File: config.mk
export PLATFORM = sky130hd
export DESIGN_NAME = mesh_packet_header_parser_top
export DESIGN_NICKNAME = d
export VERILOG_FILES = /design/src/mphp_pkg.sv /design/src/mphp_in_stage.sv /design/src/mphp_parser.sv /design/src/mesh_packet_header_parser_top.sv
export SDC_FILE = /design/constraint.sdc
export NUM_CORES = 1
export LEC_CHECK = 0
export CAP_MARGIN = 40
export CORE_UTILIZATION = 40
export DETAILED_ROUTE_END_ITERATION = 7
export DONT_BUFFER_PORTS = 1
export GPL_TIMING_DRIVEN = 0
export SETUP_SLACK_MARGIN = 0.3
export SLEW_MARGIN = 20
export SYNTH_ARGS = -nofsm -noshare
export SYNTH_HDL_FRONTEND = slang
export SYNTH_HIERARCHICAL = 1
export SYNTH_SLANG_ARGS = --single-unit
File: constraint.sdc
create_clock -name i_clk -period 4.8 [get_ports i_clk]
set_clock_uncertainty 0.05 [all_clocks]
set_input_delay 0.48 -clock i_clk [delete_from_list [all_inputs] [get_ports i_clk]]
set_output_delay 0.48 -clock i_clk [all_outputs]
set_load 0.02 [all_outputs]
File: src/mphp_pkg.sv
package mphp_pkg;

    // Largest number of bytes of one packet that are parsed; later bytes are tagged with the discard role.
    localparam int unsigned MAX_PACKET_BYTES_DEF = 256;

    // Path byte limit after reset.
    localparam logic [7:0] MAX_PATH_BYTES_RST = 8'd64;

    // Header fields
    localparam logic [1:0] ROUTE_TRANSPORT_A = 2'd0;
    localparam logic [1:0] ROUTE_TRANSPORT_B = 2'd3;
    localparam logic [1:0] VERSION_SUPPORTED = 2'd0;
    localparam logic [1:0] HASH_SIZE_BAD     = 2'd3;  // hash size 4 in the size-minus-one code

    // Parse phase. A byte is tagged with the phase it is parsed in, so the
    // phase code is also the byte role code.
    typedef enum logic [2:0] {
        PH_HEADER    = 3'd0,
        PH_TRANSPORT = 3'd1,
        PH_PATHLEN   = 3'd2,
        PH_PATH      = 3'd3,
        PH_PAYLOAD   = 3'd4,
        PH_DISCARD   = 3'd5
    } t_phase;

    typedef enum logic [1:0] {
        ST_OK      = 2'd0,
        ST_SHORT   = 2'd1,
        ST_VERSION = 2'd2,
        ST_BADPATH = 2'd3
    } t_status;

    // One byte transaction held in the input register.
    typedef struct packed {
        logic       valid;
        logic [7:0] byte_value;
        logic       packet_end;
    } t_beat;

endpackage

File: src/mphp_in_stage.sv
module mphp_in_stage import mphp_pkg::*; (
    input  logic       i_clk,
    input  logic       i_rst_n,
    input  logic       i_in_valid,
    output logic       o_in_stall,
    input  logic [7:0] i_byte_value,
    input  logic       i_packet_end,
    input  logic       i_take,
    output t_beat      o_beat
);

    logic       r_valid;
    logic       n_valid;
    logic [7:0] r_byte;
    logic       r_end;
    logic       w_accept;

    // Free when empty or when the held byte is consumed this cycle.
    assign o_in_stall = r_valid && !i_take;
    assign w_accept   = i_in_valid && !o_in_stall;

    always_comb begin
        if (w_accept) begin
            n_valid = 1'b1;
        end else if (i_take) begin
            n_valid = 1'b0;
        end else begin
            n_valid = r_valid;
        end
    end

    always_ff @(posedge i_clk) begin
        if (!i_rst_n) begin
            r_valid <= 1'b0;
        end else begin
            r_valid <= n_valid;
        end
    end

    always_ff @(posedge i_clk) begin
        if (w_accept) begin
            r_byte <= i_byte_value;
            r_end  <= i_packet_end;
        end
    end

    assign o_beat.valid      = r_valid;
    assign o_beat.byte_value = r_byte;
    assign o_beat.packet_end = r_end;

endmodule

File: src/mphp_parser.sv
module mphp_parser import mphp_pkg::*; #(
    parameter int unsigned MAX_PACKET_BYTES = MAX_PACKET_BYTES_DEF
) (
    input  logic        i_clk,
    input  logic        i_rst_n,
    input  t_beat       i_beat,
    output logic        o_take,
    input  logic [7:0]  i_max_path_bytes,
    output logic        o_out_valid,
    input  logic        i_out_stall,
    output logic [2:0]  o_byte_role,
    output logic [7:0]  o_byte_out,
    output logic [1:0]  o_route_kind,
    output logic [3:0]  o_payload_kind,
    output logic [5:0]  o_hash_count,
    output logic [2:0]  o_hash_size,
    output logic [15:0] o_code_one,
    output logic [15:0] o_code_two,
    output logic        o_frame_done,
    output logic [1:0]  o_status
);

    localparam int unsigned TW = $clog2(MAX_PACKET_BYTES + 1);

    // Parse state
    t_phase        r_phase;
    t_phase        n_phase;
    logic [TW-1:0] r_byte_total;
    logic [TW-1:0] n_byte_total;
    logic [7:0]    r_header;
    logic [7:0]    n_header;
    logic [15:0]   r_code_one;
    logic [15:0]   n_code_one;
    logic [15:0]   r_code_two;
    logic [15:0]   n_code_two;
    logic [7:0]    r_path_len;
    logic [7:0]    n_path_len;
    logic [7:0]    r_path_left;
    logic [7:0]    n_path_left;
    t_status       r_pending;
    t_status       n_pending;

    // Result register
    logic          r_out_valid;
    logic          n_out_valid;
    logic [2:0]    r_role;
    logic [7:0]    r_byte;
    logic          r_end;
    t_status       r_status;

    logic          w_fire;
    logic          w_in_range;
    logic [7:0]    w_b;
    logic [2:0]    w_hsize;
    logic [7:0]    w_path_bytes;
    logic          w_path_bad;
    logic [7:0]    w_left_dec;
    logic          w_hdr_bad_ver;
    logic          w_hdr_transport;
    t_status       w_status;
    logic [2:0]    w_role;

    assign w_fire = i_beat.valid && (!r_out_valid || !i_out_stall);
    assign o_take = w_fire;

    assign w_b        = i_beat.byte_value;
    assign w_in_range = r_byte_total < TW'(MAX_PACKET_BYTES);

    assign w_hsize      = {1'b0, w_b[7:6]} + 3'd1;
    assign w_path_bytes = 8'({2'b00, w_b[5:0]} * {5'b00000, w_hsize});
    assign w_path_bad   = (w_b[7:6] == HASH_SIZE_BAD) || (w_path_bytes > i_max_path_bytes);
    assign w_left_dec   = (r_path_left != 8'd0) ? (r_path_left - 8'd1) : 8'd0;

    assign w_hdr_bad_ver   = w_b[7:6] != VERSION_SUPPORTED;
    assign w_hdr_transport = (w_b[1:0] == ROUTE_TRANSPORT_A) || (w_b[1:0] == ROUTE_TRANSPORT_B);

    assign w_role = w_in_range ? 3'(r_phase) : 3'(PH_DISCARD);

    // Status of a final byte follows the phase it arrives in.
    always_comb begin
        unique case (r_phase)
            PH_HEADER, PH_TRANSPORT: w_status = ST_SHORT;
            PH_PATHLEN, PH_PATH:     w_status = ST_BADPATH;
            PH_PAYLOAD:              w_status = ST_OK;
            default:                 w_status = r_pending;
        endcase
    end

    // Next phase
    always_comb begin
        n_phase = r_phase;
        if (w_in_range) begin
            unique case (r_phase)
                PH_HEADER: begin
                    if (w_hdr_bad_ver) begin
                        n_phase = PH_DISCARD;
                    end else if (w_hdr_transport) begin
                        n_phase = PH_TRANSPORT;
                    end else begin
                        n_phase = PH_PATHLEN;
                    end
                end
                PH_TRANSPORT: begin
                    // Transport bytes sit at indexes one to four; four ends the field.
                    if (r_byte_total[1:0] == 2'd0) begin
                        n_phase = PH_PATHLEN;
                    end
                end
                PH_PATHLEN: begin
                    if (w_path_bad) begin
                        n_phase = PH_DISCARD;
                    end else if (w_path_bytes != 8'd0) begin
                        n_phase = PH_PATH;
                    end else begin
                        n_phase = PH_PAYLOAD;
                    end
                end
                PH_PATH: begin
                    if (w_left_dec == 8'd0) begin
                        n_phase = PH_PAYLOAD;
                    end
                end
                default: n_phase = r_phase;
            endcase
        end
        if (i_beat.packet_end) begin
            n_phase = PH_HEADER;
        end
    end

    // Held fields and counters
    always_comb begin
        n_byte_total = r_byte_total;
        n_header     = r_header;
        n_code_one   = r_code_one;
        n_code_two   = r_code_two;
        n_path_len   = r_path_len;
        n_path_left  = r_path_left;
        n_pending    = r_pending;
        if (w_in_range) begin
            n_byte_total = r_byte_total + TW'(1);
            unique case (r_phase)
                PH_HEADER: begin
                    n_header    = w_b;
                    n_code_one  = 16'd0;
                    n_code_two  = 16'd0;
                    n_path_len  = 8'd0;
                    n_path_left = 8'd0;
                    n_pending   = w_hdr_bad_ver ? ST_VERSION : ST_OK;
                end
                PH_TRANSPORT: begin
                    unique case (r_byte_total[1:0])
                        2'd1:    n_code_one[7:0]  = w_b;
                        2'd2:    n_code_one[15:8] = w_b;
                        2'd3:    n_code_two[7:0]  = w_b;
                        default: n_code_two[15:8] = w_b;
                    endcase
                end
                PH_PATHLEN: begin
                    n_path_len = w_b;
                    if (w_path_bad) begin
                        n_pending = ST_BADPATH;
                    end else begin
                        n_path_left = w_path_bytes;
                    end
                end
                PH_PATH: begin
                    n_path_left = w_left_dec;
                end
                default: n_pending = r_pending;
            endcase
        end
        if (i_beat.packet_end) begin
            n_byte_total = '0;
            n_pending    = ST_OK;
            n_path_left  = 8'd0;
        end
    end

    always_ff @(posedge i_clk) begin
        if (!i_rst_n) begin
            r_phase      <= PH_HEADER;
            r_byte_total <= '0;
            r_header     <= 8'd0;
            r_code_one   <= 16'd0;
            r_code_two   <= 16'd0;
            r_path_len   <= 8'd0;
            r_path_left  <= 8'd0;
            r_pending    <= ST_OK;
        end else if (w_fire) begin
            r_phase      <= n_phase;
            r_byte_total <= n_byte_total;
            r_header     <= n_header;
            r_code_one   <= n_code_one;
            r_code_two   <= n_code_two;
            r_path_len   <= n_path_len;
            r_path_left  <= n_path_left;
            r_pending    <= n_pending;
        end
    end

    always_comb begin
        if (w_fire) begin
            n_out_valid = 1'b1;
        end else if (i_out_stall) begin
            n_out_valid = r_out_valid;
        end else begin
            n_out_valid = 1'b0;
        end
    end

    always_ff @(posedge i_clk) begin
        if (!i_rst_n) begin
            r_out_valid <= 1'b0;
        end else begin
            r_out_valid <= n_out_valid;
        end
    end

    always_ff @(posedge i_clk) begin
        if (w_fire) begin
            r_role   <= w_role;
            r_byte   <= w_b;
            r_end    <= i_beat.packet_end;
            r_status <= i_beat.packet_end ? w_status : ST_OK;
        end
    end

    // Held fields change only when a new result is loaded, so they match it.
    assign o_out_valid    = r_out_valid;
    assign o_byte_role    = r_role;
    assign o_byte_out     = r_byte;
    assign o_route_kind   = r_header[1:0];
    assign o_payload_kind = r_header[5:2];
    assign o_hash_count   = r_path_len[5:0];
    assign o_hash_size    = {1'b0, r_path_len[7:6]} + 3'd1;
    assign o_code_one     = r_code_one;
    assign o_code_two     = r_code_two;
    assign o_frame_done   = r_end;
    assign o_status       = r_status;

endmodule

File: src/mesh_packet_header_parser_top.sv
// Channel  | Direction | Handshake                   | Payload
// ---------+-----------+-----------------------------+--------------------------------------
// in       | input     | i_in_valid / o_in_stall     | i_byte_value, i_packet_end
// out      | output    | o_out_valid / i_out_stall   | o_byte_role .. o_status (10 fields)
// cfg      | input     | i_cfg_valid / o_cfg_ready   | i_cfg_data (max_path_bytes)
//
// One byte per cycle sustained while i_out_stall is low: an input register feeds a
// combinational parse into a result register. An accepted byte is captured in the input
// register, then parsed and loaded into the result register as its output transaction.
// The input register still takes a byte while a result waits under i_out_stall, until
// both registers are full.
// Reset (i_rst_n low, synchronous) returns to the header phase with all holds cleared
// and max_path_bytes = 64. No clearing pass is needed.
module mesh_packet_header_parser_top import mphp_pkg::*; #(
    parameter int unsigned MAX_PACKET_BYTES = MAX_PACKET_BYTES_DEF
) (
    input  logic        i_clk,
    input  logic        i_rst_n,
    // byte input
    input  logic        i_in_valid,
    output logic        o_in_stall,
    input  logic [7:0]  i_byte_value,
    input  logic        i_packet_end,
    // tagged byte output
    output logic        o_out_valid,
    input  logic        i_out_stall,
    output logic [2:0]  o_byte_role,
    output logic [7:0]  o_byte_out,
    output logic [1:0]  o_route_kind,
    output logic [3:0]  o_payload_kind,
    output logic [5:0]  o_hash_count,
    output logic [2:0]  o_hash_size,
    output logic [15:0] o_code_one,
    output logic [15:0] o_code_two,
    output logic        o_frame_done,
    output logic [1:0]  o_status,
    // configuration
    input  logic        i_cfg_valid,
    output logic        o_cfg_ready,
    input  logic [7:0]  i_cfg_data
);

    t_beat      w_beat;
    logic       w_take;
    logic [7:0] r_max_path_bytes;

    // The limit register takes any write, unchecked; the user must write only while idle.
    assign o_cfg_ready = 1'b1;

    always_ff @(posedge i_clk) begin
        if (!i_rst_n) begin
            r_max_path_bytes <= MAX_PATH_BYTES_RST;
        end else if (i_cfg_valid && o_cfg_ready) begin
            r_max_path_bytes <= i_cfg_data;
        end
    end

    // Capture the incoming byte transaction.
    mphp_in_stage u_in_stage (
        .i_clk        (i_clk),
        .i_rst_n      (i_rst_n),
        .i_in_valid   (i_in_valid),
        .o_in_stall   (o_in_stall),
        .i_byte_value (i_byte_value),
        .i_packet_end (i_packet_end),
        .i_take       (w_take),
        .o_beat       (w_beat)
    );

    // Parse the held byte, advance the phase and load the result register.
    mphp_parser #(
        .MAX_PACKET_BYTES (MAX_PACKET_BYTES)
    ) u_parser (
        .i_clk            (i_clk),
        .i_rst_n          (i_rst_n),
        .i_beat           (w_beat),
        .o_take           (w_take),
        .i_max_path_bytes (r_max_path_bytes),
        .o_out_valid      (o_out_valid),
        .i_out_stall      (i_out_stall),
        .o_byte_role      (o_byte_role),
        .o_byte_out       (o_byte_out),
        .o_route_kind     (o_route_kind),
        .o_payload_kind   (o_payload_kind),
        .o_hash_count     (o_hash_count),
        .o_hash_size      (o_hash_size),
        .o_code_one       (o_code_one),
        .o_code_two       (o_code_two),
        .o_frame_done     (o_frame_done),
        .o_status         (o_status)
    );

    // Status reads zero except on the final byte of a packet.
    a_status_only_on_end: assert property (
        @(posedge i_clk) disable iff (!i_rst_n)
        (o_out_valid && !o_frame_done) |-> (o_status == ST_OK)
    ) else $error("status set on a byte that is not final");

    // A header byte starts a packet with cleared codes and path length.
    a_header_clears_holds: assert property (
        @(posedge i_clk) disable iff (!i_rst_n)
        (o_out_valid && (o_byte_role == PH_HEADER)) |->
            (o_code_one == 16'd0 && o_code_two == 16'd0 &&
             o_hash_count == 6'd0 && o_hash_size == 3'd1)
    ) else $error("holds not cleared on header byte");

    // A packet ending in its payload is good.
    a_payload_end_ok: assert property (
        @(posedge i_clk) disable iff (!i_rst_n)
        (o_out_valid && o_frame_done && (o_byte_role == PH_PAYLOAD)) |->
            (o_status == ST_OK)
    ) else $error("bad status on a packet ending in payload");

endmodule
# Word level (Yosys, flattened, before mapping)
# Cells that the tools add are included.
dict set report word_totals {
  elab_cells 114
  input_bits 22
  reg_bits 101
  out_inout_bits 64
}
dict set report op_classes {
  n_mul 1
  add_sub_neg 4
  order_cmp 2
  n_reduce_logical 37
  n_mux 33
  eq_ne 18
}
# operator n
set op_table {}
lappend op_table {{8-bit 2-to-1 mux} 8}
lappend op_table {{16-bit one-hot mux with 2 select lines} 2}
lappend op_table {{8-bit one-hot mux with 3 select lines} 1}
lappend op_table {{4-bit AND reduction} 6}
lappend op_table {{3-bit 2-to-1 mux} 7}
lappend op_table {{9-bit 2-to-1 mux} 2}
lappend op_table {{8-bit one-hot mux with 2 select lines} 1}
lappend op_table {{8-bit nonzero test} 2}
lappend op_table {{3-bit one-hot mux with 4 select lines} 1}
lappend op_table {{2-bit 2-to-1 mux} 5}
lappend op_table {{2-bit nonzero test} 5}
lappend op_table {{9-bit by 1-bit adder with 9-bit output, second input constant} 1}
lappend op_table {{9-bit < comparator, second input constant} 1}
lappend op_table {{3-bit by 2-bit != test with 1-bit output, second input constant} 3}
lappend op_table {{2-bit == test, second input constant} 4}
lappend op_table {{8-bit > comparator} 1}
lappend op_table {{8-bit zero test} 1}
lappend op_table {{6-bit by 3-bit multiplier with 8-bit output} 1}
lappend op_table {{2-bit by 1-bit != test with 1-bit output, second input constant} 4}
lappend op_table {{8-bit by 1-bit subtractor with 8-bit output, second input constant} 1}
lappend op_table {{2-bit by 1-bit adder with 3-bit output, second input constant} 2}
lappend op_table {{3-bit by 2-bit == test with 1-bit output, second input constant} 2}
lappend op_table {{2-bit one-hot mux with 3 select lines} 1}
lappend op_table {{3-bit AND reduction} 2}
lappend op_table {{19 further kinds} 31}

# Longest topological paths before layout
dict set report logic_depth {
  ltp_word 8
  depth_mapped 19
  ltp_nobuf 18
}

# Modules after synthesis
# The synthesis kept the hierarchy.
# mod instances cells_each area_each_um2 seq_area_each_um2
set modules_own_cells {}
lappend modules_own_cells {mphp_parser 1 482 4420.5 1801.7}
lappend modules_own_cells {mphp_in_stage 1 15 332.8 290.3}
lappend modules_own_cells {mesh_packet_header_parser_top 1 27 310.3 160.2}

# Worst setup path after synthesis
# No wires, ideal clock.
dict set report synth_timing {
  kind {register -> register}
  startpoint {register u_in_stage.r_byte[6]}
  endpoint {register u_parser.r_path_left[3]}
  setup_slack_ns 0.636
  path_buffers 1
  setup_ns 0.128
  required_ns 4.622
  arrival_ns 3.986
  synth_period_minus_slack_ns 4.164
  stages_incl_launch_ff 20
  cell_sequence {edfxtp_1 -> inv_1 -> ha_1 -> nand2_1 -> fa_1 -> inv_1 -> ha_1 -> fa_1 -> a21o_1 -> a21oi_1 -> xnor2_1 -> ha_1 -> nand4_1 -> nor3_1 -> nor4b_1 -> o21ai_0 -> nand3_1 -> buf_2 -> mux2i_1 -> nor2_1}
}
dict set report synth_between {
  elab_chain_cells 6
  elab_cells_between_ends 11
  cone_classes {1 x add/sub; 1 x mul; 1 x order compare; 2 x eq/ne; 4 x mux; 2 x reduce/logical}
}
# item line_no
set synth_rtl {}
lappend synth_rtl {{start, declared} mphp_in_stage.sv:14} ;# logic [7:0] r_byte;
lappend synth_rtl {{start signal, assigned} mphp_in_stage.sv:42} ;# r_byte <= i_byte_value;
lappend synth_rtl {{2-bit by 1-bit adder with 3-bit output} mphp_parser.sv:69} ;# assign w_hsize = {1'b0, w_b[7:6]} + 3'd1;
lappend synth_rtl {{6-bit by 3-bit multiplier with 8-bit output} mphp_parser.sv:70} ;# assign w_path_bytes = 8'({2'b00, w_b[5:0]} * {5'b00000, w_hsize});
lappend synth_rtl {{8-bit > comparator / 8-bit 2-to-1 mux (equally long branches)} {mphp_parser.sv:71, mphp_parser.sv:161}}
lappend synth_rtl {{1-bit logical OR / 8-bit one-hot mux with 3 select lines (equally long branches)} {mphp_parser.sv:71, mphp_parser.sv:142}}
lappend synth_rtl {{3-bit != test (no source line) / 8-bit 2-to-1 mux (equally long branches)} n/a}
lappend synth_rtl {{4-bit AND reduction (no source line) / 8-bit 2-to-1 mux (equally long branches)} n/a}
lappend synth_rtl {{end signal, assigned} mphp_parser.sv:197} ;# r_path_left <= n_path_left;
lappend synth_rtl {{end, declared} mphp_parser.sv:38} ;# logic [7:0] r_path_left;
# Several ways; a longest one is shown, not always the timed one. The select of a mux whose other input is x is not followed.
# A chain may end at the register's enable or synchronous reset.

# Worst setup path in the final report
dict set report layout_timing {
  startpoint {register u_in_stage.r_byte[6]}
  endpoint {register u_parser.r_path_left[6]}
}
# Same word-level chain as after synthesis.

==> results.cfg <==
[status]
status = finished, final reports clean

[min_path]
hp-start = i_rst_n
holdPathStages = 1
holdPathEnd = r_max_path_bytes[6]
hold_class = primary input to flip-flop

[synthesis]
synth_seq_cells = 101
synth_top_area_share_pct = 30.8
synth_edf_count = 23
synthMostInstantiatedCell = dfxtp_1
synth_top_cell_by_area = dfxtp_1
ys_seq_area_share_pct = 44.5
avgSynthCellArea_um2 = 9.66
netlist_area_um2 = 5060
synthArstFlopShare_pct = 0
yosys_warnings = 6
synthCells = 524
synthFlopType = dfxtp_1
synth_area_leaders = dfxtp_1 (31%), edfxtp_1 (14%), mux2i_1 (9.7%), ha_1 (5.9%), nor2_1 (5.1%)
ys_top_cells_by_count = dfxtp_1 (78), nor2_1 (69), mux2i_1 (49)
syn-num-nets = 575
synth_cell_types = 68

[sta]
hold_viol_final = 0
period_needed_ns = 4.31
fin_crit_sh_pct = 89.7
rsz0062_at_grt = false
relSlewSlack_pct = 57.1
fmax_mhz = 232
setup_viol_count_final = 0
tightest_slew_ns = 0.637
slew_violations = 0
setup_ws_ns = 0.492

[global_routing]
grt_max_degree = 25
antenna_found_initial = 0
grt-ovfl-total = 0
grt_pass1_wl_um = 19600
grt_use_total_pct = 19.5
grt_pass1_vias = 3742

[critical_path]
cp.required_ns = 4.98
path_cells = buf_4 -> clkinvlp_4 -> ha_4 -> nand2_1 -> fa_1 -> inv_1 -> ha_1 -> fa_1 -> a21o_1 -> a21oi_2 -> xnor2_2 -> ha_1 -> o21ai_0 -> o21ai_1 -> o21ai_1 -> nand3_2 -> buf_6 -> o211ai_1 -> o21ai_0
cp-start-kind = flip-flop
r2r_end = u_parser/r_path_left[6]
endpoint_kind = flip-flop
rr_startpoint = u_in_stage/r_byte[6]
critical_path_peak_fanout = 10
max_stage_delay_ns = 0.52
ff2ff_setup_slack_ns = 0.49
cp_num_buf_inv = 4
arrival_ns = 4.49
critPathTopFamily = adder cells
r2r_cells = 19
crit_type = flip-flop to flip-flop
crit_slowest_cell = fa_1

[die]
die_h_um = 115
start_util_pct = 41.6
die_w_um = 115
core-area_um2 = 12200
die_area_um2 = 13100
row_count = 40
io_pins = 86

[routing]
drt-wirelength-per-cell_um = 16.9
ant_nets = 0
drc_errors = 0
routed_wl_um = 12100
viasPerCell = 5.24
drt_iter0_drc = 188
num_vias = 3736
drtPass1Iterations = 4

[clock_tree]
htree_levels = 3
cts.sinks = 101
cts_buffers = 9
clock-root-buffer = clkbuf_16
clk_path_buf_depth = 2
cts_tree = yes
insertion_delay_ns = 0.35
clk_pin_slew_worst_paths_ns = 0.07

[power]
p_leak_nw = 2.25
peakVddDrop_v = 0.000261
finalPower_w = 0.00196
power.density_nw_per_um2 = 347

[placement]
hpwl_um = 8700
placed_area_um2 = 5270
gp_congestion = 0.888
io_buffers = 0
dp_slack_ns = -0.137

[layout]
layout.nets = 591
fin_util_pct = 46.5
n_antenna_cell = 0
drive_above_1_share_pct = 13.9
syn2layout_area_growth_pct = 11.7
design_area_um2 = 5660

[flow_run]
cap_violations = 0
## what timing repair did
| action | CTS | global route |
|---|---|---|
| resized for setup | 11 | 2 |
| setup buffers | 1 | 4 |
| pin swaps | 2 | 3 |
| hold buffers | 0 | 0 |
| endpoints found under the setup margin | 13 | 10 |
## cell families after synthesis
logic type / Yosys count / synth area share (%)
AND/OR/NAND/NOR: 193 / 19.6
buffers and inverters: 57 / 5.34
multiplexers: 50 / 9.91
adder cells (fa/ha/maj): 29 / 7.91
XOR/XNOR: 8 / 1.90
AO/OA/AOI/OAI: 85 / 10.7
flip-flops: 101 / 44.5
other: 1 / 0.0741
## registers in the layout, indices dropped and copies added (netlist names), 2 cells and up
register,flops
u_parser/r_path_left,8
r_max_path_bytes,8
u_parser/r_byte_total,9
u_parser/o_code_one,16
u_parser/r_pending,2
u_parser/o_byte_role,3
u_parser/r_phase,3
u_parser/o_code_two,16
u_parser/o_status,2
u_parser/r_header,6
u_in_stage/r_byte,8
u_parser/o_byte_out,8
u_parser/r_path_len,8
## layer usage
metal | global-route usage, % | wire length (µm) | vias up
met2 | 31.4 | 5670 | 89
met4 | 7.45 | 183 | 0
met3 | 5.51 | 723 | 11
met1 | 24.7 | 5490 | 1792
li1 | - | - | 1844
met5 | 0 | 0 | -
## power breakdown
part / total, W / switching [W] / leakage, nW / internal, W
Clock: 0.000706 / 0.000343 / 0.137 / 0.000363
Sequential: 0.000944 / 0.0000426 / 0.852 / 0.000901
Combinational: 0.000312 / 0.000193 / 1.26 / 0.000119
## worst max path at each step
stage | start | endpoint | slack [ns] | cells past startpoint
floorplan | u_in_stage/r_byte[6] | u_parser/r_path_left[3] | 0.64 | 19
global placement | u_in_stage/r_byte[6] | u_parser/r_path_left[3] | -0.12 | 19
detailed placement | u_in_stage/r_byte[6] | u_parser/r_phase[2] | -0.14 | 17
CTS | u_in_stage/r_byte[6] | u_parser/r_path_left[6] | 0.33 | 20
global route | u_in_stage/r_byte[6] | u_parser/r_path_left[6] | 0.28 | 18
finish | u_in_stage/r_byte[6] | u_parser/r_path_left[6] | 0.49 | 19
## through the flow
stage / TNS, ns / hold WS, ns / cells
floorplan: 0 / 0.382 / 524
global placement: -0.541 / 0.392 / 692
detailed placement: -0.685 / 0.401 / 692
CTS: 0 / 0.139 / 709
global route: 0 / 0.137 / 713
finish: 0 / 0.149 / 713
## cell type report
class,count,area (µm²)
sequential,101,2250
timing repair buffer,5,37.5
buffer,27,161
inverter,30,119
tap,168,210
clock buffer,9,225
fill,1181,6500
multi-input combinational,366,2580
clock inverter,7,68.8
## cells in the final DEF, fill, tap and decap left out, types with 6 or more instances in the layout
| cell | count |
|---|---|
| ha_1 | 23 |
| inv_1 | 24 |
| buf_2 | 6 |
| o21ai_0 | 19 |
| nor2b_1 | 12 |
| dfxtp_1 | 78 |
| nor3_1 | 9 |
| and2_1 | 10 |
| buf_4 | 15 |
| nand2_1 | 41 |
| clkbuf_16 | 9 |
| mux2i_1 | 49 |
| a21oi_1 | 27 |
| edfxtp_1 | 23 |
| nand3_1 | 17 |
| nor2_1 | 69 |
| clkbuf_1 | 9 |
(Power assumes the default switching activity.)
